[src/rtl/swarq_pkg.sv]
// ----------------------------------------------------------------------------
// swarq_pkg: shared types and constants of the sliding-window ARQ endpoint
// Request and result payloads, request and result codes, sequencer states.
// ----------------------------------------------------------------------------
`default_nettype none

package swarq_pkg;

  localparam int unsigned WindowSlotsDef = 16;

  localparam int unsigned SeqW    = 32;
  localparam int unsigned HandleW = 16;
  localparam int unsigned LenW    = 16;
  localparam int unsigned CountW  = 5;

  // Request type codes.
  localparam logic [1:0] REQ_DATA = 2'd0;
  localparam logic [1:0] REQ_ACK  = 2'd1;
  localparam logic [1:0] REQ_SENT = 2'd2;

  // Result kind codes.
  localparam logic [1:0] KIND_DELIVER = 2'd0;
  localparam logic [1:0] KIND_ACK     = 2'd1;
  localparam logic [1:0] KIND_STATUS  = 2'd2;

  typedef struct packed {
    logic [1:0]         req_type;
    logic [SeqW-1:0]    seq;
    logic [HandleW-1:0] payload_handle;
    logic [LenW-1:0]    payload_len;
  } in_req_t;

  typedef struct packed {
    logic [1:0]         result_kind;
    logic [HandleW-1:0] deliver_handle;
    logic [LenW-1:0]    deliver_len;
    logic [SeqW-1:0]    ack_seq;
    logic               accepted;
    logic [CountW-1:0]  freed_count;
    logic [CountW-1:0]  outstanding_count;
    logic               window_full;
    logic               closing;
    logic               last;
  } out_rsp_t;

  typedef struct packed {
    logic [HandleW-1:0] handle;
    logic [LenW-1:0]    len;
  } slot_data_t;

  typedef enum logic [2:0] {
    ST_IDLE,
    ST_DIFF,
    ST_EVAL,
    ST_DRAIN,
    ST_ACK,
    ST_CLOSE_ACK,
    ST_STATUS
  } state_e;

endpackage

`default_nettype wire

[src/rtl/swarq_slot_store.sv]
// ----------------------------------------------------------------------------
// swarq_slot_store: receive window slot storage
// Valid-marked slots holding handle and length of frames waiting for delivery.
// ----------------------------------------------------------------------------
`default_nettype none

module swarq_slot_store #(
  parameter int unsigned WindowSlots = swarq_pkg::WindowSlotsDef,
  parameter int unsigned IdxW        = $clog2(WindowSlots)
) (
  input  wire                      clk_i,
  input  wire                      rst_ni,
  input  wire                      wr_en_i,
  input  wire  [IdxW-1:0]          wr_idx_i,
  input  wire  swarq_pkg::slot_data_t wr_data_i,
  input  wire                      clr_en_i,
  input  wire  [IdxW-1:0]          rd_idx_i,
  output logic                     rd_valid_o,
  output swarq_pkg::slot_data_t    rd_data_o
);
  import swarq_pkg::*;

  logic [WindowSlots-1:0] valid_q;
  slot_data_t             data_q [WindowSlots];

  // The clear always targets the slot being read (the receive head).
  always_ff @(posedge clk_i or negedge rst_ni) begin
    if (!rst_ni) begin
      valid_q <= '0;
    end else begin
      if (wr_en_i) begin
        valid_q[wr_idx_i] <= 1'b1;
      end
      if (clr_en_i) begin
        valid_q[rd_idx_i] <= 1'b0;
      end
    end
  end

  always_ff @(posedge clk_i) begin
    if (wr_en_i) begin
      data_q[wr_idx_i] <= wr_data_i;
    end
  end

  assign rd_valid_o = valid_q[rd_idx_i];
  assign rd_data_o  = data_q[rd_idx_i];

endmodule

`default_nettype wire

[src/rtl/sliding_window_arq_endpoint.sv]
// ----------------------------------------------------------------------------
// sliding_window_arq_endpoint: selective-repeat ARQ receive and send window
// Stores in-window data frames, drains them in order with a cumulative ack,
// and tracks outstanding send frames from ack and frame-sent requests.
// ----------------------------------------------------------------------------
// Sequencing: a request is captured in IDLE, offset from its window base in
// DIFF and applied in EVAL; a data request then delivers frames in DRAIN and
// acks in ACK and CLOSE_ACK, others report in STATUS; output stalls hold each.
// One request in flight: the next is accepted once the last result of the
// previous one is registered; an ignored request type goes back from DIFF.
// Reset (rst_ni low, asynchronous) clears slot valid bits and all window state.
`default_nettype none

module sliding_window_arq_endpoint #(
  parameter int unsigned WindowSlots = swarq_pkg::WindowSlotsDef
) (
  input  wire                   clk_i,
  input  wire                   rst_ni,
  input  wire                   in_valid_i,
  output logic                  in_ready_o,
  input  wire  swarq_pkg::in_req_t  in_req_i,
  output logic                  out_valid_o,
  input  wire                   out_ready_i,
  output swarq_pkg::out_rsp_t   out_rsp_o
);
  import swarq_pkg::*;

  localparam int unsigned IdxW = $clog2(WindowSlots);
  localparam int unsigned CntW = $clog2(WindowSlots + 1);
  localparam logic [SeqW-1:0] WinSeq  = SeqW'(WindowSlots);
  localparam logic [IdxW:0]   WinIdx  = (IdxW+1)'(WindowSlots);
  localparam logic [IdxW-1:0] LastIdx = IdxW'(WindowSlots - 1);
  localparam logic [CntW-1:0] WinCnt  = CntW'(WindowSlots);

  // Sequencer and the captured request.
  state_e            state_q, state_d;
  in_req_t           req_q;
  logic [SeqW-1:0]   diff_q, diff_d;
  logic              acc_q, acc_d;
  logic [CntW-1:0]   freed_q, freed_d;
  logic              full_q, full_d;

  // Architectural window state.
  logic [SeqW-1:0]   expected_q, expected_d;
  logic [IdxW-1:0]   head_q, head_d;
  logic [SeqW-1:0]   tx_base_q, tx_base_d;
  logic [CntW-1:0]   outst_q, outst_d;
  logic              closed_q, closed_d;

  // Result register, which decouples the sequencer from the consumer.
  logic              out_valid_q;
  out_rsp_t          out_q;
  logic              emit;
  out_rsp_t          rsp;
  logic              out_free;

  // Shared adder: every sequence-number add or subtract goes through it.
  logic [SeqW-1:0]   alu_a, alu_b, alu_res;
  logic              alu_sub;

  // Slot store interface.
  logic              slot_wr_en;
  logic [IdxW-1:0]   slot_wr_idx;
  slot_data_t        slot_wr_data;
  logic              slot_clr_en;
  logic              slot_rd_valid;
  slot_data_t        slot_rd_data;

  // Helpers derived from the registered difference and the captured request.
  logic              in_win;
  logic [IdxW:0]     idx_sum;
  logic [CntW-1:0]   diff_p1;
  logic [CntW-1:0]   freed_calc;
  logic              len_zero;

  assign alu_res = alu_sub ? (alu_a - alu_b) : (alu_a + alu_b);

  assign in_win   = (diff_q < WinSeq);
  assign len_zero = (req_q.payload_len == '0);
  assign out_free = !out_valid_q || out_ready_i;

  // Slot index sum of an in-window frame, wrapped modulo the window size below.
  assign idx_sum = {1'b0, head_q} + {1'b0, diff_q[IdxW-1:0]};

  // An in-window ack frees difference plus one frames, limited to what is
  // outstanding.
  assign diff_p1    = CntW'(diff_q) + CntW'(1);
  assign freed_calc = (diff_p1 > outst_q) ? outst_q : diff_p1;

  assign slot_wr_data.handle = req_q.payload_handle;
  assign slot_wr_data.len    = req_q.payload_len;

  swarq_slot_store #(
    .WindowSlots (WindowSlots),
    .IdxW        (IdxW)
  ) u_slots (
    .clk_i      (clk_i),
    .rst_ni     (rst_ni),
    .wr_en_i    (slot_wr_en),
    .wr_idx_i   (slot_wr_idx),
    .wr_data_i  (slot_wr_data),
    .clr_en_i   (slot_clr_en),
    .rd_idx_i   (head_q),
    .rd_valid_o (slot_rd_valid),
    .rd_data_o  (slot_rd_data)
  );

  always_ff @(posedge clk_i or negedge rst_ni) begin
    if (!rst_ni) begin
      state_q     <= ST_IDLE;
      expected_q  <= '0;
      head_q      <= '0;
      tx_base_q   <= '0;
      outst_q     <= '0;
      closed_q    <= 1'b0;
      out_valid_q <= 1'b0;
    end else begin
      state_q    <= state_d;
      expected_q <= expected_d;
      head_q     <= head_d;
      tx_base_q  <= tx_base_d;
      outst_q    <= outst_d;
      closed_q   <= closed_d;
      if (emit) begin
        out_valid_q <= 1'b1;
      end else if (out_ready_i) begin
        out_valid_q <= 1'b0;
      end
    end
  end

  // Payload registers carry no reset.
  always_ff @(posedge clk_i) begin
    if (in_valid_i && in_ready_o) begin
      req_q <= in_req_i;
    end
    diff_q  <= diff_d;
    acc_q   <= acc_d;
    freed_q <= freed_d;
    full_q  <= full_d;
    if (emit) begin
      out_q <= rsp;
    end
  end

  always_comb begin
    state_d     = state_q;
    diff_d      = diff_q;
    acc_d       = acc_q;
    freed_d     = freed_q;
    full_d      = full_q;
    expected_d  = expected_q;
    head_d      = head_q;
    tx_base_d   = tx_base_q;
    outst_d     = outst_q;
    closed_d    = closed_q;
    alu_a       = req_q.seq;
    alu_b       = expected_q;
    alu_sub     = 1'b1;
    slot_wr_en  = 1'b0;
    slot_wr_idx = (idx_sum >= WinIdx) ? IdxW'(idx_sum - WinIdx) : idx_sum[IdxW-1:0];
    slot_clr_en = 1'b0;
    emit        = 1'b0;
    in_ready_o  = 1'b0;

    rsp                   = '0;
    rsp.accepted          = acc_q;
    rsp.outstanding_count = CountW'(outst_q);
    rsp.closing           = closed_q;

    case (state_q)
      ST_IDLE: begin
        in_ready_o = 1'b1;
        if (in_valid_i) begin
          state_d = ST_DIFF;
        end
      end

      // Offset of the request from the window base of its direction.
      ST_DIFF: begin
        alu_a = req_q.seq;
        alu_b = (req_q.req_type == REQ_DATA) ? expected_q : tx_base_q;
        alu_sub = 1'b1;
        diff_d  = alu_res;
        case (req_q.req_type)
          REQ_DATA, REQ_ACK, REQ_SENT: state_d = ST_EVAL;
          default:                     state_d = ST_IDLE;
        endcase
      end

      // Apply the request to the window state.
      ST_EVAL: begin
        full_d  = 1'b0;
        freed_d = '0;
        acc_d   = 1'b0;
        case (req_q.req_type)
          REQ_DATA: begin
            acc_d      = in_win;
            slot_wr_en = in_win;
            if (len_zero) begin
              closed_d = 1'b1;
            end
            state_d = ST_DRAIN;
          end
          REQ_ACK: begin
            if (in_win) begin
              acc_d     = 1'b1;
              freed_d   = freed_calc;
              alu_a     = tx_base_q;
              alu_b     = SeqW'(freed_calc);
              alu_sub   = 1'b0;
              tx_base_d = alu_res;
              outst_d   = outst_q - freed_calc;
            end
            state_d = ST_STATUS;
          end
          default: begin
            if (outst_q < WinCnt) begin
              outst_d = outst_q + CntW'(1);
            end else begin
              full_d = 1'b1;
            end
            state_d = ST_STATUS;
          end
        endcase
      end

      // Deliver valid slots at the head in order, one per cycle while output is free.
      ST_DRAIN: begin
        alu_a   = expected_q;
        alu_b   = SeqW'(1);
        alu_sub = 1'b0;
        if (!slot_rd_valid) begin
          state_d = ST_ACK;
        end else if (out_free) begin
          emit               = 1'b1;
          rsp.result_kind    = KIND_DELIVER;
          rsp.deliver_handle = slot_rd_data.handle;
          rsp.deliver_len    = slot_rd_data.len;
          slot_clr_en        = 1'b1;
          head_d             = (head_q == LastIdx) ? '0 : head_q + IdxW'(1);
          expected_d         = alu_res;
        end
      end

      // Cumulative ack; a zero-length frame adds a second, closing ack.
      ST_ACK, ST_CLOSE_ACK: begin
        alu_a   = expected_q;
        alu_b   = SeqW'(1);
        alu_sub = 1'b1;
        rsp.result_kind = KIND_ACK;
        rsp.ack_seq     = alu_res;
        rsp.last        = (state_q == ST_CLOSE_ACK) || !len_zero;
        if (out_free) begin
          emit = 1'b1;
          if (state_q == ST_ACK && len_zero) begin
            state_d = ST_CLOSE_ACK;
          end else begin
            state_d = ST_IDLE;
          end
        end
      end

      ST_STATUS: begin
        rsp.result_kind = KIND_STATUS;
        rsp.freed_count = CountW'(freed_q);
        rsp.window_full = full_q;
        rsp.last        = 1'b1;
        if (out_free) begin
          emit    = 1'b1;
          state_d = ST_IDLE;
        end
      end

      default: begin
        state_d = ST_IDLE;
      end
    endcase
  end

  assign out_valid_o = out_valid_q;
  assign out_rsp_o   = out_q;

endmodule

`default_nettype wire

[config.mk]
export PLATFORM = sky130hd
export DESIGN_NAME = sliding_window_arq_endpoint
export DESIGN_NICKNAME = d
export VERILOG_FILES = /design/src/rtl/swarq_pkg.sv /design/src/rtl/swarq_slot_store.sv /design/src/rtl/sliding_window_arq_endpoint.sv
export SDC_FILE = /design/constraint.sdc
export NUM_CORES = 1
export LEC_CHECK = 0
export BUFFER_PORTS_ARGS = -buffer_cell sky130_fd_sc_hd__buf_2
export CAP_MARGIN = 20
export CORE_AREA = 2 2 308 310
export DETAILED_ROUTE_END_ITERATION = 12
export DIE_AREA = 0 0 310 312
export GPL_ROUTABILITY_DRIVEN = 0
export PLACE_DENSITY_LB_ADDON = 0.08
export REMOVE_ABC_BUFFERS = 1
export SLEW_MARGIN = 10
export SYNTH_ARGS = -nofsm -noshare
export SYNTH_HDL_FRONTEND = slang
export SYNTH_SLANG_ARGS = --single-unit
export TNS_END_PERCENT = 30
[constraint.sdc]
create_clock -name clk_i -period 14.3 [get_ports clk_i]
set_clock_uncertainty 0.05 [all_clocks]
set_input_delay 2.86 -clock clk_i [delete_from_list [all_inputs] [get_ports clk_i]]
set_output_delay 2.86 -clock clk_i [all_outputs]
set_load 0.005 [all_outputs]
==> results of run 1 <==
[cell type report]
class	instances	area (µm²)	share of cell area, %
Sequential cell	791	23300	61.4
Multi-Input combinational cell	888	8760	23.1
Clock buffer	116	2480	6.55
Tap cell	1254	1570	4.14
Timing Repair Buffer	192	1070	2.81
Clock inverter	51	509	1.34
Inverter	68	255	0.673
Antenna cell	1	2.50	0.00660
[final timing paths]
kind	start	to	slack (ns)	cells past startpoint
max in group asynchronous	rst_ni	expected_q[16]	10.78	2
hold / removal	u_slots.valid_q[10]	u_slots.valid_q[10]	0.44	1
setup reg to reg	diff_q[0]	tx_base_q[31]	7.47	22
min in group asynchronous	rst_ni	outst_q[0]	2.10	1
hold reg to reg	u_slots.valid_q[10]	u_slots.valid_q[10]	0.44	1
setup / recovery	diff_q[0]	tx_base_q[31]	7.47	22
[Yosys cell counts (8+ instances only)]
master    count  share of area, %
a21o_1       22              0.51
a21oi_1      40              0.62
a221oi_1     10              0.27
a221oi_2     20              0.92
a222oi_1     32              0.99
a31oi_1       8              0.15
and2_1       27              0.52
and3_1       36              0.69
buf_1        14              0.16
clkbuf_1     66              0.76
dfrtp_1      94               7.2
edfxtp_1    697                64
ha_1         49               1.9
inv_1        67              0.77
mux2_2       17              0.59
mux4_2      165                11
nand2_1     160               1.8
nand2b_1     10              0.19
nand3_1      13              0.20
nor2_1       71              0.82
nor2b_1       8              0.15
nor3_1       10              0.15
nor4_1       16              0.31
o21ai_0      41              0.63
o22a_1       12              0.32
xnor2_1      32              0.86
xor2_1       14              0.38
[flip-flops by register name, indices dropped and copies added, names as in the netlist, 3 cells and up]
| register | flops |
|---|---|
| u_slots.data_q | 512 |
| u_slots.valid_q | 16 |
| freed_q | 5 |
| head_q | 4 |
| state_q | 3 |
| req_q | 66 |
| diff_q | 32 |
| out_rsp_o | 80 |
| expected_q | 32 |
| outst_q | 5 |
| tx_base_q | 32 |
[per-layer routing]
| layer | GRT usage, % | routed length [µm] |
|---|---|---|
| met5 | 0 | 0 |
| met4 | 4.47 | 1500 |
| met3 | 2.92 | 4960 |
| met2 | 27.8 | 40300 |
| met1 | 26.5 | 39700 |
[stage by stage]
step	setup slack (ns)	std cells	util [%]	hold WS, ns
detailed placement	7.35	3193	37.6	0.423
floorplan	3.74	1747	-	0.350
global placement	7.46	3193	37.6	0.415
global route	6.87	3360	40.8	0.457
finish	7.47	3361	40.8	0.442
CTS	7.34	3360	40.8	0.439
[power breakdown]
group / internal [W] / total (W) / leakage, nW / switching (W)
Sequential: 0.00286 / 0.00302 / 7.61 / 0.000155
Combinational: 0.000594 / 0.00180 / 4.57 / 0.00121
Clock: 0.00136 / 0.00231 / 1.47 / 0.000948
[worst register-to-register path: cells and delay by family, from the launching register on]
| family | cells | cell delay [ns] |
|---|---|---|
| mux | 2 | 0.68 |
| xor+xnor | 2 | 0.34 |
| compound gates | 12 | 3.81 |
| flops | 1 | 0.46 |
| simple gates | 3 | 0.44 |
| fa+ha+maj | 3 | 0.89 |
[logic make-up (layout without fill, tap and decap cells)]
family	Yosys count	after routing	synth area share, %
XOR/XNOR	46	46	1.24
adder cells (fa/ha/maj)	52	52	2.07
AO/OA/AOI/OAI	238	238	5.77
multiplexers	186	186	12.2
AND/OR/NAND/NOR	366	366	5.25
buffers and inverters	154	427	1.83
flip-flops	791	791	71.7
other	0	1	0
==> reports/results.ini, run 1 <==
[run_status]
status=complete, no violations

[critical_path]
cp.required_ns=14.75
path_buf_inv=0
cp_cell_sequence=ha_1 -> nand3_1 -> xnor2_1 -> ha_1 -> and3_1 -> o21ai_1 -> a32oi_1 -> mux2_2 -> a222oi_1 -> nand2_1 -> o31a_2 -> a221oi_2 -> ha_1 -> o21a_1 -> o21ai_0 -> a21oi_1 -> a31oi_1 -> a41oi_1 -> a311oi_1 -> xnor2_1 -> mux2i_1 -> o21ai_0
critical_path.top_delay_family=compound AO/OA/AOI/OAI gates
worstPathMaxFanout=15
cpMostUsedCell=ha_1
cpPeakStageDelay_ns=0.60
cpMaxStageDelayCell=a222oi_1
worstSetupPathType=register to register
cp-end-kind=register
start_kind=register
cp.arrival_ns=7.28

[layout]
fin_nets=2152
area_growth_pct=16.8
fin_area_um2=37900
layout-drive-gt1-share_pct=27.3
final_common_cell=edfxtp_1
layout_common_cells=697 x edfxtp_1, 165 x mux4_2, 160 x nand2_1, 150 x buf_2, 93 x clkbuf_16
fillCellCount=8489

[global_routing]
grt_pass1_wl_um=126000
antenna_found_initial=3
grt_usage_pct=18.0
grt_pass1_vias=18254
grt_max_degree=69
overflow=0

[clock_network]
cts_buffers=89
cts_setup_buffers=0
ctsLongestPathBuffers=3
h-tree-depth=3
clkSinkCount=791
insertion_delay_ns=0.66
cts_tree=done
clkTransAtPathRegs_ns=0.07
cts_resized=0
ctsHoldBuffers=0
clock-root-buffer=clkbuf_16

[floorplan]
start_util_pct=34.9
die_width_um=310
die_h_um=312
dieArea_um2=96700
io_pins=152
core_um2=93000
rows=112

[yosys]
synth-edff-count=697
yosysWarnings=0
synthCells=1833
synth_seq_cells=791
syn_area_per_cell_um2=17.7
synth_area_um2=32500
synth-seq-area-share_pct=71.7
async_flop_share_pct=11.9
yosysUniqueCellTypes=69
synth_top_flop_cell=edfxtp_1

[timing]
max_slew_margin_pct=24.4
setup_tns_ns=0
finalHoldViolCount=0
max_freq_mhz=146
maxSlewViolCount=0
min_period_ns=6.83
period_share_pct=47.8
worst_pin_slew_ns=1.13
setup_viol=0
rsz0062_at_grt=no

[power]
power_density_nw_per_um2=188
leakagePower_nw=13.6
irDropWorstVdd_mv=0.0995
p_total_w=0.00713

[routing]
avgRoutedWirePerCell_um=25.7
via_per_inst=5.24
firstDrtPassIters=9
drt-total-wl_um=86500
dr_total_vias=17598
drt_iter0_drc=1676
drc=0
ant_nets=0

[placement]
place_area_um2=34900
io_buffers=151
dp_hpwl_um=49200

[worst_hold_path]
worstHoldPathType=register to register

[flow_run]
maxCapViolations=0

Power figures use the tool's default switching activity.
==> inputs of run 2 (changes only) <==
- clock period: 14.3 -> 6.9 ns (I/O delays scaled with it)
==> reports/results.ini, run 2 (same netlist as run 1, synthesis figures left out) <==
[critical_path]
worstPathMaxFanout=11
critical_path.top_delay_family=compound AO/OA/AOI/OAI gates
start_kind=register
cp_cell_sequence=ha_1 -> nand3_1 -> xnor2_1 -> ha_1 -> and3_1 -> o21ai_1 -> a32oi_2 -> mux2_2 -> a221oi_2 -> ha_1 -> nand3_1 -> o31a_2 -> a221oi_2 -> ha_1 -> nand4_1 -> nor4_1 -> a32o_1 -> a31oi_1 -> a41oi_1 -> a311oi_2 -> xnor2_1 -> mux2i_1 -> o21ai_0
cpMostUsedCell=ha_1
worstSetupPathType=register to register
cpMaxStageDelayCell=o31a_2
path_buf_inv=0
cpPeakStageDelay_ns=0.55
cp-end-kind=register
cp.required_ns=7.36
cp.arrival_ns=6.89

[floorplan]
core_um2=93000
die_width_um=310
start_util_pct=34.9
io_pins=152
die_h_um=312
dieArea_um2=96700
rows=112

[power]
irDropWorstVdd_mv=0.220
swShare_pct=32.2
seq_power_share_pct=42.0
intPower_w=0.0101
power_density_nw_per_um2=391
power.switching_w=0.00481
pwr-share-comb_pct=25.5
clkPwrFrac_pct=32.5
leakagePower_nw=13.7

[layout]
largest_reg_flops=512
area_growth_pct=17.4
final_common_cell=edfxtp_1
layout_common_cells=697 x edfxtp_1, 165 x mux4_2, 160 x nand2_1, 150 x buf_2, 92 x clkbuf_16
fillCellCount=8505
diodes=0
fin_nets=2168
fin_area_um2=38100
regMostFlops=u_slots.data_q
final_cells=3374
layout-drive-gt1-share_pct=27.5

[clock_network]
cts_tree=done
ctsLongestPathBuffers=3
h-tree-depth=3
cts_buffers=89
clkTransAtPathRegs_ns=0.06
clkSinkCount=791
clock-root-buffer=clkbuf_16
ctsHoldBuffers=0
insertion_delay_ns=0.66

[placement]
place_ws_ns=0.138
place_area_um2=35100
dp_hpwl_um=51700
dp_cells=3209
io_buffers=151

[routing]
drc=0
dr_total_vias=17712
via_per_inst=5.25
drt-total-wl_um=87700
avgRoutedWirePerCell_um=26.0
ant_nets=0
firstDrtPassIters=5
drt_iter0_drc=1725

[global_routing]
grt_usage_pct=18.2
grt_max_degree=70
grt_pass1_wl_um=128000
grt_pass1_vias=18638
overflow=0
antenna_found_initial=0

[timing]
period_share_pct=93.1
min_period_ns=6.42
setup_tns_ns=0
worst_pin_slew_ns=1.03
setup_viol=0
max_slew_margin_pct=31.4
fin_ws_ns=0.475
rsz0062_at_grt=no
maxSlewViolCount=0
max_freq_mhz=156
finalHoldViolCount=0

[run_status]
status=complete, no violations

[flow_run]
maxCapViolations=0

[worst_hold_path]
worstHoldPathType=register to register

[run 2: cell count changes in the layout (fill, tap and decap cells not counted), moves of 2 or more]
| cell | before | now |
|---|---|---|
| clkinv_2 | 23 | 14 |
| clkinv_1 | 11 | 16 |
| bufinv_16 | 7 | 11 |
| clkbuf_1 | 16 | 21 |
| clkbuf_8 | 7 | 5 |
| buf_4 | 42 | 54 |
| buf_12 | 0 | 3 |
| clkinvlp_4 | 5 | 2 |
| clkinv_16 | 2 | 0 |
[run 2: power by group through the flow]
stage          Clock (W)  Combinational (W)  Sequential, W
5_1_grt          0.00514            0.00420        0.00632
3_5_place_dp           0            0.00378        0.00637
3_3_place_gp           0            0.00375        0.00635
2_1_floorplan          0            0.00236        0.00626
4_1_cts          0.00498            0.00379        0.00628
6_report         0.00485            0.00381        0.00626
[run 2: path summary, 6_finish.rpt]
path                            from              to  slack [ns]  cells after the start
setup / recovery           diff_q[1]  expected_q[31]        0.48                     23
hold / removal              closed_q        closed_q        0.41                      1
setup reg to reg           diff_q[1]  expected_q[31]        0.48                     23
hold reg to reg             closed_q        closed_q        0.41                      1
max in group asynchronous     rst_ni       head_q[3]        4.74                      2
min in group asynchronous     rst_ni      outst_q[1]        0.60                      1
[run 2: timing repair]
action / in CTS / in global routing
resized for setup: 0 / 5
endpoints found under the setup margin: 0 / 51
setup buffers: 0 / 0
[run 2: final cells by class]
cell class	count	area (µm²)	share of cell area [%]
multi-input cells	888	8780	23.0
repair buffers	208	1240	3.26
clock buffers	118	2450	6.42
inverters	68	255	0.669
well taps	1254	1570	4.11
clock inverters	47	541	1.42
flip-flops and latches	791	23300	61.1
[run 2: per-layer routing]
metal	global-route usage (%)	wire length, µm	part of all wire (%)
met2	28.7	41300	47
met4	4.72	1960	2.2
met3	2.62	3730	4.3
met5	0	0	0
met1	26.6	40800	46
[run 2: stage by stage]
step	total power, W	util, %	hold WS [ns]
after global placement	0.0101	37.7	0.389
after global routing	0.0157	41.0	0.420
after detailed placement	0.0101	37.7	0.392
final	0.0149	41.0	0.410
after CTS	0.0150	41.0	0.404
after floorplan	0.00862	-	0.350
